--- config.mk ---
export PLATFORM = sky130hd
export DESIGN_NAME = lcd_mode_timing_sequencer_unit
export DESIGN_NICKNAME = d
export VERILOG_FILES = /design/src/rtl/core/lmts_pkg.sv /design/src/rtl/core/lmts_step.sv /design/src/rtl/core/lmts_out_reg.sv /design/src/rtl/core/lcd_mode_timing_sequencer_unit.sv
export VERILOG_INCLUDE_DIRS = /design/src /design/src/rtl/core
export SDC_FILE = /design/constraint.sdc
export NUM_CORES = 1
export LEC_CHECK = 0
export BUFFER_PORTS_ARGS = -buffer_cell sky130_fd_sc_hd__buf_2
export CAP_MARGIN = 5
export CORE_MARGIN = 4
export CORE_UTILIZATION = 30
export CTS_CLUSTER_DIAMETER = 60
export DETAILED_ROUTE_END_ITERATION = 16
export PLACE_DENSITY = 0.5
export SYNTH_ARGS = -nofsm -noshare
export SYNTH_HDL_FRONTEND = slang
export SYNTH_SLANG_ARGS = --single-unit
--- constraint.sdc ---
create_clock -name clk -period 7.42 [get_ports clk]
set_input_delay 1.484 -clock clk [delete_from_list [all_inputs] [get_ports clk]]
set_output_delay 1.484 -clock clk [all_outputs]
set_load 0.005 [all_outputs]
--- src/rtl/core/lcd_mode_timing_sequencer_unit_defines.svh ---
// ---------------------------------------------------------------------------
// LCD mode timing sequencer: assertion macros
// Shared macros for the concurrent checks at the end of the top level.
// ---------------------------------------------------------------------------
`ifndef LCD_MODE_TIMING_SEQUENCER_UNIT_DEFINES_SVH
`define LCD_MODE_TIMING_SEQUENCER_UNIT_DEFINES_SVH

// Same-cycle implication, checked while out of reset
`define LMTS_ASSERT_IMP(label, clk, rst_n, ante, cons) \
	label: assert property (@(posedge clk) disable iff (!(rst_n)) (ante) |-> (cons)) \
		else $error("lmts: same-cycle check failed");

// Next-cycle implication, checked while out of reset
`define LMTS_ASSERT_NXT(label, clk, rst_n, ante, cons) \
	label: assert property (@(posedge clk) disable iff (!(rst_n)) (ante) |=> (cons)) \
		else $error("lmts: next-cycle check failed");

`endif

--- src/rtl/core/lmts_pkg.sv ---
`timescale 1ns / 1ps
// ---------------------------------------------------------------------------
// LCD mode timing sequencer package
// Mode codes, phase lengths, register indexes and shared structs.
// ---------------------------------------------------------------------------
package lmts_pkg;

	// Mode codes as seen on the lcd_mode output
	localparam logic [1:0] MODE_HBLANK = 2'd0;
	localparam logic [1:0] MODE_VBLANK = 2'd1;
	localparam logic [1:0] MODE_OAM    = 2'd2;
	localparam logic [1:0] MODE_XFER   = 2'd3;

	// Phase lengths in machine cycles
	localparam logic [9:0] LEN_OAM    = 10'd80;
	localparam logic [9:0] LEN_XFER   = 10'd172;
	localparam logic [9:0] LEN_HBLANK = 10'd204;
	localparam logic [9:0] LEN_VLINE  = 10'd456;

	// Line boundaries
	localparam logic [7:0] FIRST_VBLANK_LINE = 8'd144;
	localparam logic [7:0] LINES_PER_FRAME   = 8'd154;

	// Configuration register indexes
	localparam logic [1:0] CFG_LINE_COMPARE = 2'd0;
	localparam logic [1:0] CFG_HBLANK_IRQ   = 2'd1;
	localparam logic [1:0] CFG_COINC_IRQ    = 2'd2;

	// Internal mode state, one-hot
	typedef enum logic [3:0] {
		ST_HBLANK = 4'b0001,
		ST_VBLANK = 4'b0010,
		ST_OAM    = 4'b0100,
		ST_XFER   = 4'b1000
	} mode_state_t;

	// Configuration registers
	typedef struct packed {
		logic [7:0] line_compare;
		logic       hblank_irq_enable;
		logic       coincidence_irq_enable;
	} cfg_t;

	// One result word
	typedef struct packed {
		logic [1:0] lcd_mode;
		logic [7:0] current_line;
		logic       coincidence_flag;
		logic       status_irq;
		logic       vblank_irq;
		logic       render_line;
		logic [7:0] render_line_number;
		logic       frame_done;
	} res_t;

	// One-hot state to output mode code
	function automatic logic [1:0] mode_code(input mode_state_t st);
		logic [1:0] code;
		unique case (st)
			ST_HBLANK: code = MODE_HBLANK;
			ST_VBLANK: code = MODE_VBLANK;
			ST_OAM:    code = MODE_OAM;
			ST_XFER:   code = MODE_XFER;
			default:   code = MODE_OAM;
		endcase
		return code;
	endfunction

endpackage

--- src/rtl/core/lmts_step.sv ---
`timescale 1ns / 1ps
// ---------------------------------------------------------------------------
// LCD mode timing sequencer: step logic
// Holds dot counter, mode, line and coincidence state; computes one result
// word per advance from the registered elapsed-cycle count.
// ---------------------------------------------------------------------------
module lmts_step (
	input  logic          clk,
	input  logic          arst_n,
	input  logic          advance,
	input  logic [5:0]    elapsed_s1,
	input  lmts_pkg::cfg_t cfg,
	output lmts_pkg::res_t res
);
	import lmts_pkg::*;

	logic [9:0]  dot_q;
	mode_state_t st_q;
	logic [7:0]  line_q;
	logic        coinc_q;

	logic [9:0]  dot_sum;
	logic [9:0]  dot_d;
	mode_state_t st_d;
	logic [7:0]  line_d;
	logic [7:0]  line_inc;
	logic        coinc_d;
	logic        line_eq;
	logic        stat;
	logic        vbl;
	logic        rend;
	logic [7:0]  rend_no;
	logic        done;

	assign dot_sum  = dot_q + {4'd0, elapsed_s1};
	assign line_inc = line_q + 8'd1;
	assign line_eq  = (line_q == cfg.line_compare);

	// Next state: at most one phase change per word
	always_comb begin
		dot_d   = dot_sum;
		st_d    = st_q;
		line_d  = line_q;
		coinc_d = coinc_q;
		stat    = 1'b0;
		vbl     = 1'b0;
		rend    = 1'b0;
		rend_no = 8'd0;
		done    = 1'b0;
		unique case (st_q)
			ST_OAM: begin
				if (dot_sum >= LEN_OAM) begin
					dot_d = dot_sum - LEN_OAM;
					st_d  = ST_XFER;
				end
			end
			ST_XFER: begin
				// transfer end: latch coincidence, maybe request status irq
				if (dot_sum >= LEN_XFER) begin
					dot_d   = dot_sum - LEN_XFER;
					st_d    = ST_HBLANK;
					coinc_d = line_eq;
					stat    = cfg.hblank_irq_enable | (cfg.coincidence_irq_enable & line_eq);
				end
			end
			ST_HBLANK: begin
				// line finished: render strobe, next line or vblank
				if (dot_sum >= LEN_HBLANK) begin
					dot_d   = dot_sum - LEN_HBLANK;
					rend    = 1'b1;
					rend_no = line_q;
					line_d  = line_inc;
					if (line_inc == FIRST_VBLANK_LINE) begin
						st_d = ST_VBLANK;
						vbl  = 1'b1;
					end else begin
						st_d = ST_OAM;
					end
				end
			end
			ST_VBLANK: begin
				if (dot_sum >= LEN_VLINE) begin
					dot_d  = dot_sum - LEN_VLINE;
					line_d = line_inc;
					if (line_inc == LINES_PER_FRAME) begin
						done   = 1'b1;
						line_d = 8'd0;
						st_d   = ST_OAM;
					end
				end
			end
			default: begin
				st_d = ST_OAM;
			end
		endcase
	end

	// State registers, updated once per advanced word
	always_ff @(posedge clk or negedge arst_n) begin
		if (!arst_n) begin
			dot_q   <= 10'd0;
			st_q    <= ST_OAM;
			line_q  <= 8'd0;
			coinc_q <= 1'b0;
		end else if (advance) begin
			dot_q   <= dot_d;
			st_q    <= st_d;
			line_q  <= line_d;
			coinc_q <= coinc_d;
		end
	end

	// Result word for the output register
	always_comb begin
		res.lcd_mode           = mode_code(st_d);
		res.current_line       = line_d;
		res.coincidence_flag   = coinc_d;
		res.status_irq         = stat;
		res.vblank_irq         = vbl;
		res.render_line        = rend;
		res.render_line_number = rend_no;
		res.frame_done         = done;
	end

endmodule

--- src/rtl/core/lmts_out_reg.sv ---
`timescale 1ns / 1ps
// ---------------------------------------------------------------------------
// LCD mode timing sequencer: output register
// Holds one result word until the receiver takes it.
// ---------------------------------------------------------------------------
module lmts_out_reg (
	input  logic           clk,
	input  logic           arst_n,
	input  logic           load,
	input  lmts_pkg::res_t res,
	input  logic           out_stall,
	output logic           out_valid,
	output lmts_pkg::res_t res_q
);
	import lmts_pkg::*;

	logic valid_q;

	// Valid flag: set on load, cleared when taken with nothing new
	always_ff @(posedge clk or negedge arst_n) begin
		if (!arst_n) begin
			valid_q <= 1'b0;
		end else if (load) begin
			valid_q <= 1'b1;
		end else if (!out_stall) begin
			valid_q <= 1'b0;
		end
	end

	// Payload, no reset
	always_ff @(posedge clk) begin
		if (load) begin
			res_q <= res;
		end
	end

	assign out_valid = valid_q;

endmodule

--- src/rtl/core/lcd_mode_timing_sequencer_unit.sv ---
`timescale 1ns / 1ps
// ---------------------------------------------------------------------------
// LCD mode timing sequencer
// Steps LCD modes and scanlines from elapsed machine-cycle counts.
// ---------------------------------------------------------------------------
// Usage:
//   Input channel (in_valid / in_stall / elapsed_cycles) takes one word per
//   cycle while in_stall is low; each word carries the machine cycles
//   elapsed since the last one. Output channel (out_valid / out_stall /
//   result fields) gives exactly one result word per input word, in order.
//   Path: an accepted word is held in the input register; its result word is
//   loaded into the output register once that is free or being emptied.
//   Throughput: one word per cycle while the receiver does not stall; the
//   dot counter add, one compare and one subtract per phase close the state loop.
//   Config port (cfg_write / cfg_index / cfg_data) writes line_compare (0),
//   hblank irq enable (1) and coincidence irq enable (2); other indexes are
//   ignored. Write only while no word is in flight.
//   Reset: mode is OAM search, dot counter, line and coincidence are zero,
//   all config registers are zero, no word is held.
//   When the receiver stalls, the output word holds; the next word waits in
//   the input register and in_stall rises only once both are full.
// ---------------------------------------------------------------------------
module lcd_mode_timing_sequencer_unit (
	input  logic       clk,
	input  logic       arst_n,
	input  logic       cfg_write,
	input  logic [1:0] cfg_index,
	input  logic [7:0] cfg_data,
	input  logic       in_valid,
	output logic       in_stall,
	input  logic [5:0] elapsed_cycles,
	output logic       out_valid,
	input  logic       out_stall,
	output logic [1:0] lcd_mode,
	output logic [7:0] current_line,
	output logic       coincidence_flag,
	output logic       status_irq,
	output logic       vblank_irq,
	output logic       render_line,
	output logic [7:0] render_line_number,
	output logic       frame_done
);
	import lmts_pkg::*;

	`include "lcd_mode_timing_sequencer_unit_defines.svh"

	cfg_t       cfg_q;
	logic       valid_s1;
	logic [5:0] elapsed_s1;
	logic       advance;
	logic       in_take;
	res_t       res;
	res_t       res_q;

	// Configuration registers
	always_ff @(posedge clk or negedge arst_n) begin
		if (!arst_n) begin
			cfg_q <= '0;
		end else if (cfg_write) begin
			unique case (cfg_index)
				CFG_LINE_COMPARE: cfg_q.line_compare           <= cfg_data;
				CFG_HBLANK_IRQ:   cfg_q.hblank_irq_enable      <= cfg_data[0];
				CFG_COINC_IRQ:    cfg_q.coincidence_irq_enable <= cfg_data[0];
				default:          cfg_q <= cfg_q;
			endcase
		end
	end

	// Handshake: the step runs when the input register is full and the
	// output register is free or being emptied
	assign advance  = valid_s1 & (~out_valid | ~out_stall);
	assign in_stall = valid_s1 & ~advance;
	assign in_take  = in_valid & ~in_stall;

	// Input register
	always_ff @(posedge clk or negedge arst_n) begin
		if (!arst_n) begin
			valid_s1 <= 1'b0;
		end else if (in_take) begin
			valid_s1 <= 1'b1;
		end else if (advance) begin
			valid_s1 <= 1'b0;
		end
	end

	always_ff @(posedge clk) begin
		if (in_take) begin
			elapsed_s1 <= elapsed_cycles;
		end
	end

	lmts_step u_step (
		.clk       (clk),
		.arst_n    (arst_n),
		.advance   (advance),
		.elapsed_s1(elapsed_s1),
		.cfg       (cfg_q),
		.res       (res)
	);

	lmts_out_reg u_out_reg (
		.clk      (clk),
		.arst_n   (arst_n),
		.load     (advance),
		.res      (res),
		.out_stall(out_stall),
		.out_valid(out_valid),
		.res_q    (res_q)
	);

	assign lcd_mode           = res_q.lcd_mode;
	assign current_line       = res_q.current_line;
	assign coincidence_flag   = res_q.coincidence_flag;
	assign status_irq         = res_q.status_irq;
	assign vblank_irq         = res_q.vblank_irq;
	assign render_line        = res_q.render_line;
	assign render_line_number = res_q.render_line_number;
	assign frame_done         = res_q.frame_done;

	// Checks
	`LMTS_ASSERT_IMP(a_stall_only_when_full, clk, arst_n, in_stall, valid_s1 && out_valid && out_stall)
	`LMTS_ASSERT_IMP(a_frame_done_restarts, clk, arst_n, out_valid && frame_done, current_line == 8'd0 && lcd_mode == MODE_OAM)
	`LMTS_ASSERT_IMP(a_vblank_after_render, clk, arst_n, out_valid && vblank_irq, render_line && current_line == FIRST_VBLANK_LINE && lcd_mode == MODE_VBLANK)
	`LMTS_ASSERT_IMP(a_render_next_line, clk, arst_n, out_valid && render_line, current_line == render_line_number + 8'd1)
	`LMTS_ASSERT_NXT(a_advance_loads_out, clk, arst_n, advance, out_valid)

endmodule

== Yosys cells after proc, flatten, opt, wreduce, memory -nomap -nowiden ==
Index checks and enable logic that the tools add are counted.
Operators by class
  $add $sub $neg: 6
  $mul: 0
  divide/modulo/power cells: 0
  $lt $le $gt $ge: 4
  equal/unequal tests: 13
  shift operators: 0
  multiplexer cells: 26
  bitwise operators: 10
  reduce and logical (&&, ||, !) cells: 8
Operator list (count)
  $mux 10: 4
  $pmux 10 s4: 1
  $mux 8: 3
  $ge 10x8->1 const B: 2
  $mux 4: 5
  $sub 10x8->10 const B: 2
  $eq 8x8->1 const B: 2
  $pmux 4 s4: 1
  $pmux 8 s2: 1
  $reduce_and 2->1: 6
  $add 10x6->10: 1
  $ge 10x7->1 const B: 1
  $ge 10x9->1 const B: 1
  $sub 10x7->10 const B: 1
  $sub 10x9->10 const B: 1
  $mux 1: 9
  $add 8x1->8 const B: 1
  $eq 4x1->1 const B: 2
  $eq 4x2->1 const B: 2
  $eq 4x4->1 const B: 2
  $eq 8x8->1: 1
  $pmux 2 s3: 1
  $and 1x1->1: 4
  $eq 4x3->1 const B: 1
  8 further kinds: 12
Storage, ports and cells
  bits in registers: 64
  latch bits: 0
  bits in writable memories: 0
  bits in read-only memories: 0
  memories: 0

== Longest topological paths before layout ==
  depth after elaboration: 8
  depth in mapped cells: 15
  gate-level depth less buffers: 15

== Hierarchy ==
From an unflattened synthesis, not the netlist that was laid out.
Unflattened totals
  cell total of the unflattened synthesis: 412
  area, all modules: 4315.4 um^2
By module, submodules not included
  lmts_step: times used 1, cells each 352, area an instance 2961.6 um^2
  lmts_out_reg: times used 1, cells each 25, area an instance 723.2 um^2
  lcd_mode_timing_sequencer_unit: times used 1, cells each 35, area an instance 630.6 um^2

== Worst setup path before layout ==
No wires, ideal clock.
  path kind: register to register
  from: reg elapsed_s1[0]
  to: reg, netlist name u_out_reg.res_q[19]
  data arrival time: 3.153 ns
  path slack: 3.999 ns
  cell stages (with the launch flop): 15
  buffers on the path: 1
  clock period less this slack: 3.421 ns
  cells stage by stage: edfxtp_1 -> ha_1 -> fa_1 -> a211oi_2 -> nor3b_1 -> nor2_4 -> inv_1 -> ha_1 -> a211oi_4 -> o21ai_2 -> buf_6 -> o21a_2 -> nand2_2 -> nor2_1 -> xor2_1
RTL lines
  start: declaration: line lcd_mode_timing_sequencer_unit.sv:49  | logic [5:0] elapsed_s1;
  start signal: assignment: line lcd_mode_timing_sequencer_unit.sv:88  | elapsed_s1 <= elapsed_cycles;

==> flow_metrics.env <==
export IMPL_r2r_slack_ns=3.56
export IMPL_min_path_type="flop to flop"
export IMPL_synthArstFlopShare_pct=54.7
export IMPL_r2r_end="u_out_reg.res_q[17]"
export IMPL_numPortBuffers=45
export IMPL_grt_overflow=0
export IMPL_drtPass1Iterations=4
export IMPL_cts_sinks=64
export IMPL_gp_congestion=0.836
export IMPL_htreeDepth=3
export IMPL_drtAntennaViolNets=0
export IMPL_cts_resized=0
export IMPL_tightest_slew_ns=1.12
export IMPL_power_density_mw_per_mm2=463
export IMPL_post_cts_buffers=0
export IMPL_root_buffer="clkbuf_16"
export IMPL_die_width_microns=126
export IMPL_routed_wl_microns=10900
export IMPL_yosysWarnings=0
export IMPL_crit_slowest_cell="fa_1"
export IMPL_io_pins=46
export IMPL_numCtsBuffers=9
export IMPL_critPathCapture="u_out_reg.res_q[17]"
export IMPL_grt_max_degree=38
export IMPL_startpoint="elapsed_s1[0]"
export IMPL_rsz0062_at_grt="no"
export IMPL_synth_edf_count=29
export IMPL_finalHoldViolCount=0
export IMPL_synth_area_per_cell_sq_um=9.99
export IMPL_cts_buffer_depth=2
export IMPL_area_growth_pct=16.4
export IMPL_grt_pass1_vias=3417
export IMPL_drv_cap=0
export IMPL_finalSetupViolations=0
export IMPL_p_leak_nw=1.97
export IMPL_rows=43
export IMPL_yosysUniqueCellTypes=81
export IMPL_drc=0
export IMPL_core_area_sq_mm=0.0138
export IMPL_wl_per_cell_microns=16.8
export IMPL_synth_top_flop_cell="dfrtp_1"
export IMPL_critPathKind="flop to flop"
export IMPL_placedCellCount=633
export IMPL_nFillCells=1392
export IMPL_clkTransAtPathRegs_ns=0.05
export IMPL_postSynthCellCount=421
export IMPL_syn_area_sq_mm=0.00421
export IMPL_skew_ns=0.00461
export IMPL_crit_top_cell="ha_1"
export IMPL_fp_dieH_microns=126
export IMPL_ir_worst_vdd_uv=154
export IMPL_fmaxAchievable_mhz=259
export IMPL_required_ns=7.51
export IMPL_hold_start="u_step.coinc_q"
export IMPL_final_nets=502
export IMPL_reg2reg_depth=13
export IMPL_final_common_cell="nand2_1"
export IMPL_critPathMaxFanout=12
export IMPL_cts_tree="yes"
export IMPL_slew_headroom_pct=25.2
export IMPL_layout_min_cycle_time_ns=3.86
export IMPL_slew_violations=0
export IMPL_r2r_start="elapsed_s1[0]"
export IMPL_cpPeakStageDelay_ns=0.45
export IMPL_initialDrtViolationCount=223
export IMPL_cts_hold_buf=0
export IMPL_grt_pass1_wl_microns=18200
export IMPL_status="completed"
export IMPL_hpwl_microns=8060
export IMPL_setup_tns_ns=0
export IMPL_yosysSeqAreaShare_pct=41.5
export IMPL_antenna_found_initial=0
export IMPL_final_period_utilization_pct=52.0
export IMPL_final_cells=649
export IMPL_grt_util_all_layers_pct=14.3
export IMPL_die_area_sq_mm=0.0160
export IMPL_worst_ep_arrival_time_ns=3.94
export IMPL_final_cell_mix="50 x nand2_1, 45 x buf_2, 34 x dfrtp_1, 31 x nor2_1, 29 x edfxtp_1"
export IMPL_vias=3357
export IMPL_routed_via_density=5.17
export IMPL_synth_seq_cells=64
export IMPL_clkLatencyLatePin_ns=0.33
export IMPL_crit_chain="ha_1 -> fa_1 -> a211oi_2 -> nor3b_1 -> nor2_4 -> inv_1 -> ha_1 -> a211oi_4 -> o21ai_2 -> nand2_1 -> o21a_2 -> o211ai_1 -> o21a_1"
export IMPL_layout_drive_gt1_share_pct=24.7
export IMPL_synth_net_count=459
export IMPL_start_kind="flop"
export IMPL_start_util_pct=30.4
export IMPL_num_antenna_cells=0
export IMPL_cp_end_kind="flop"
==> where the power goes <==
group / switching [mW] / internal [mW]
Sequential: 0.0833 / 0.460
Clock: 0.157 / 0.268
Combinational: 0.831 / 0.467
==> worst max-delay path, delay by kind of cell, from the launching register on <==
| kind | cells | cell delay, ns |
|---|---|---|
| fa+ha+maj | 3 | 1.02 |
| simple gates | 3 | 0.68 |
| compound gates | 6 | 1.33 |
| buf+inv | 1 | 0.22 |
| flops | 1 | 0.37 |
==> kinds of logic (layout without fill, tap and decap cells) <==
| kind of cell | count (synthesis) | in the layout | synth area share [%] |
|---|---|---|---|
| AND/OR/NAND/NOR | 153 | 153 | 19.0 |
| AO/OA/AOI/OAI | 115 | 115 | 21.2 |
| flip-flops | 64 | 64 | 41.5 |
| buffers and inverters | 31 | 79 | 3.54 |
| XOR/XNOR | 25 | 25 | 5.38 |
| adder cells (fa/ha/maj) | 17 | 17 | 5.23 |
| multiplexers | 16 | 16 | 4.16 |
==> synthesized netlist by cell type, types with 3 or more instances <==
library cell	n	area [sq um]
a21oi_1	26	130
inv_1	12	45.0
o21a_1	3	22.5
o21ai_0	18	90.1
a211oi_1	5	37.5
mux2_2	12	135
o21ai_1	8	40.0
o211ai_1	5	37.5
nor3b_1	3	22.5
buf_2	3	15.0
xor2_1	10	87.6
dfrtp_1	34	851
mux2i_1	4	40.0
nand3b_1	6	45.0
a211oi_4	3	60.1
o22ai_1	5	31.3
and2_1	4	25.0
or2_2	3	18.8
nand3_1	11	55.1
xnor2_1	14	123
nand2_1	50	188
and3_1	11	68.8
edfxtp_1	29	871
o21ai_2	6	52.6
nor3_1	8	40.0
clkbuf_1	9	33.8
nand2b_1	3	18.8
nor2_1	31	116
nand4_1	5	31.3
buf_6	3	33.8
nor4b_1	3	26.3
ha_1	16	200
==> per-stage QoR <==
step / total power, mW / util [%] / cell area, sq um / setup slack, ns / hold slack (ns)
finish: 2.27 / 35.4 / 4900 / 3.56 / 0.464
global route: 2.45 / 35.4 / 4900 / 3.31 / 0.508
CTS: 2.27 / 35.4 / 4900 / 3.59 / 0.472
detailed placement: 1.83 / 33.2 / 4600 / 3.60 / 0.459
global placement: 1.83 / 33.2 / 4600 / 3.70 / 0.456
floorplan: 1.56 / - / 4210 / 4.00 / 0.442
==> metal layers <==
layer	part of all wire, %	global-route usage [%]	up-vias	wire [microns]
met2	46	21.6	81	4970
li1	-	-	1636	-
met4	2.3	6.69	0	252
met1	48	19.9	1624	5270
met3	3.7	2.44	16	407
met5	0	0	-	0
==> worst min-delay path by stage <==
stage / cells past startpoint / slack, ns / endpoint
after floorplan: 2 / 0.44 / u_step.coinc_q
after global placement: 2 / 0.46 / u_step.coinc_q
after detailed placement: 2 / 0.46 / u_step.coinc_q
after CTS: 2 / 0.47 / u_step.coinc_q
after global routing: 2 / 0.51 / u_step.dot_q[0]
final: 2 / 0.46 / u_step.coinc_q
==> flip-flops by register name (all words and copies together), names as in the netlist <==
signal	flops
u_out_reg.res_q	23
cfg_q	10
u_step.dot_q	10
u_step.line_q	8
elapsed_s1	6
u_step.st_q	4
u_out_reg.out_valid	1
u_step.coinc_q	1
valid_s1	1
==> final cells by class <==
| class | instances | area, sq um | area share, % |
|---|---|---|---|
| multi-input cells | 326 | 2320 | 47.3 |
| clock inverters | 5 | 57.6 | 1.18 |
| clock buffers | 11 | 243 | 4.96 |
| repair buffers | 48 | 248 | 5.06 |
| inverters | 15 | 58.8 | 1.20 |
| flip-flops and latches | 64 | 1750 | 35.7 |
| well taps | 180 | 225 | 4.60 |
Power figures use the tool's default switching activity.
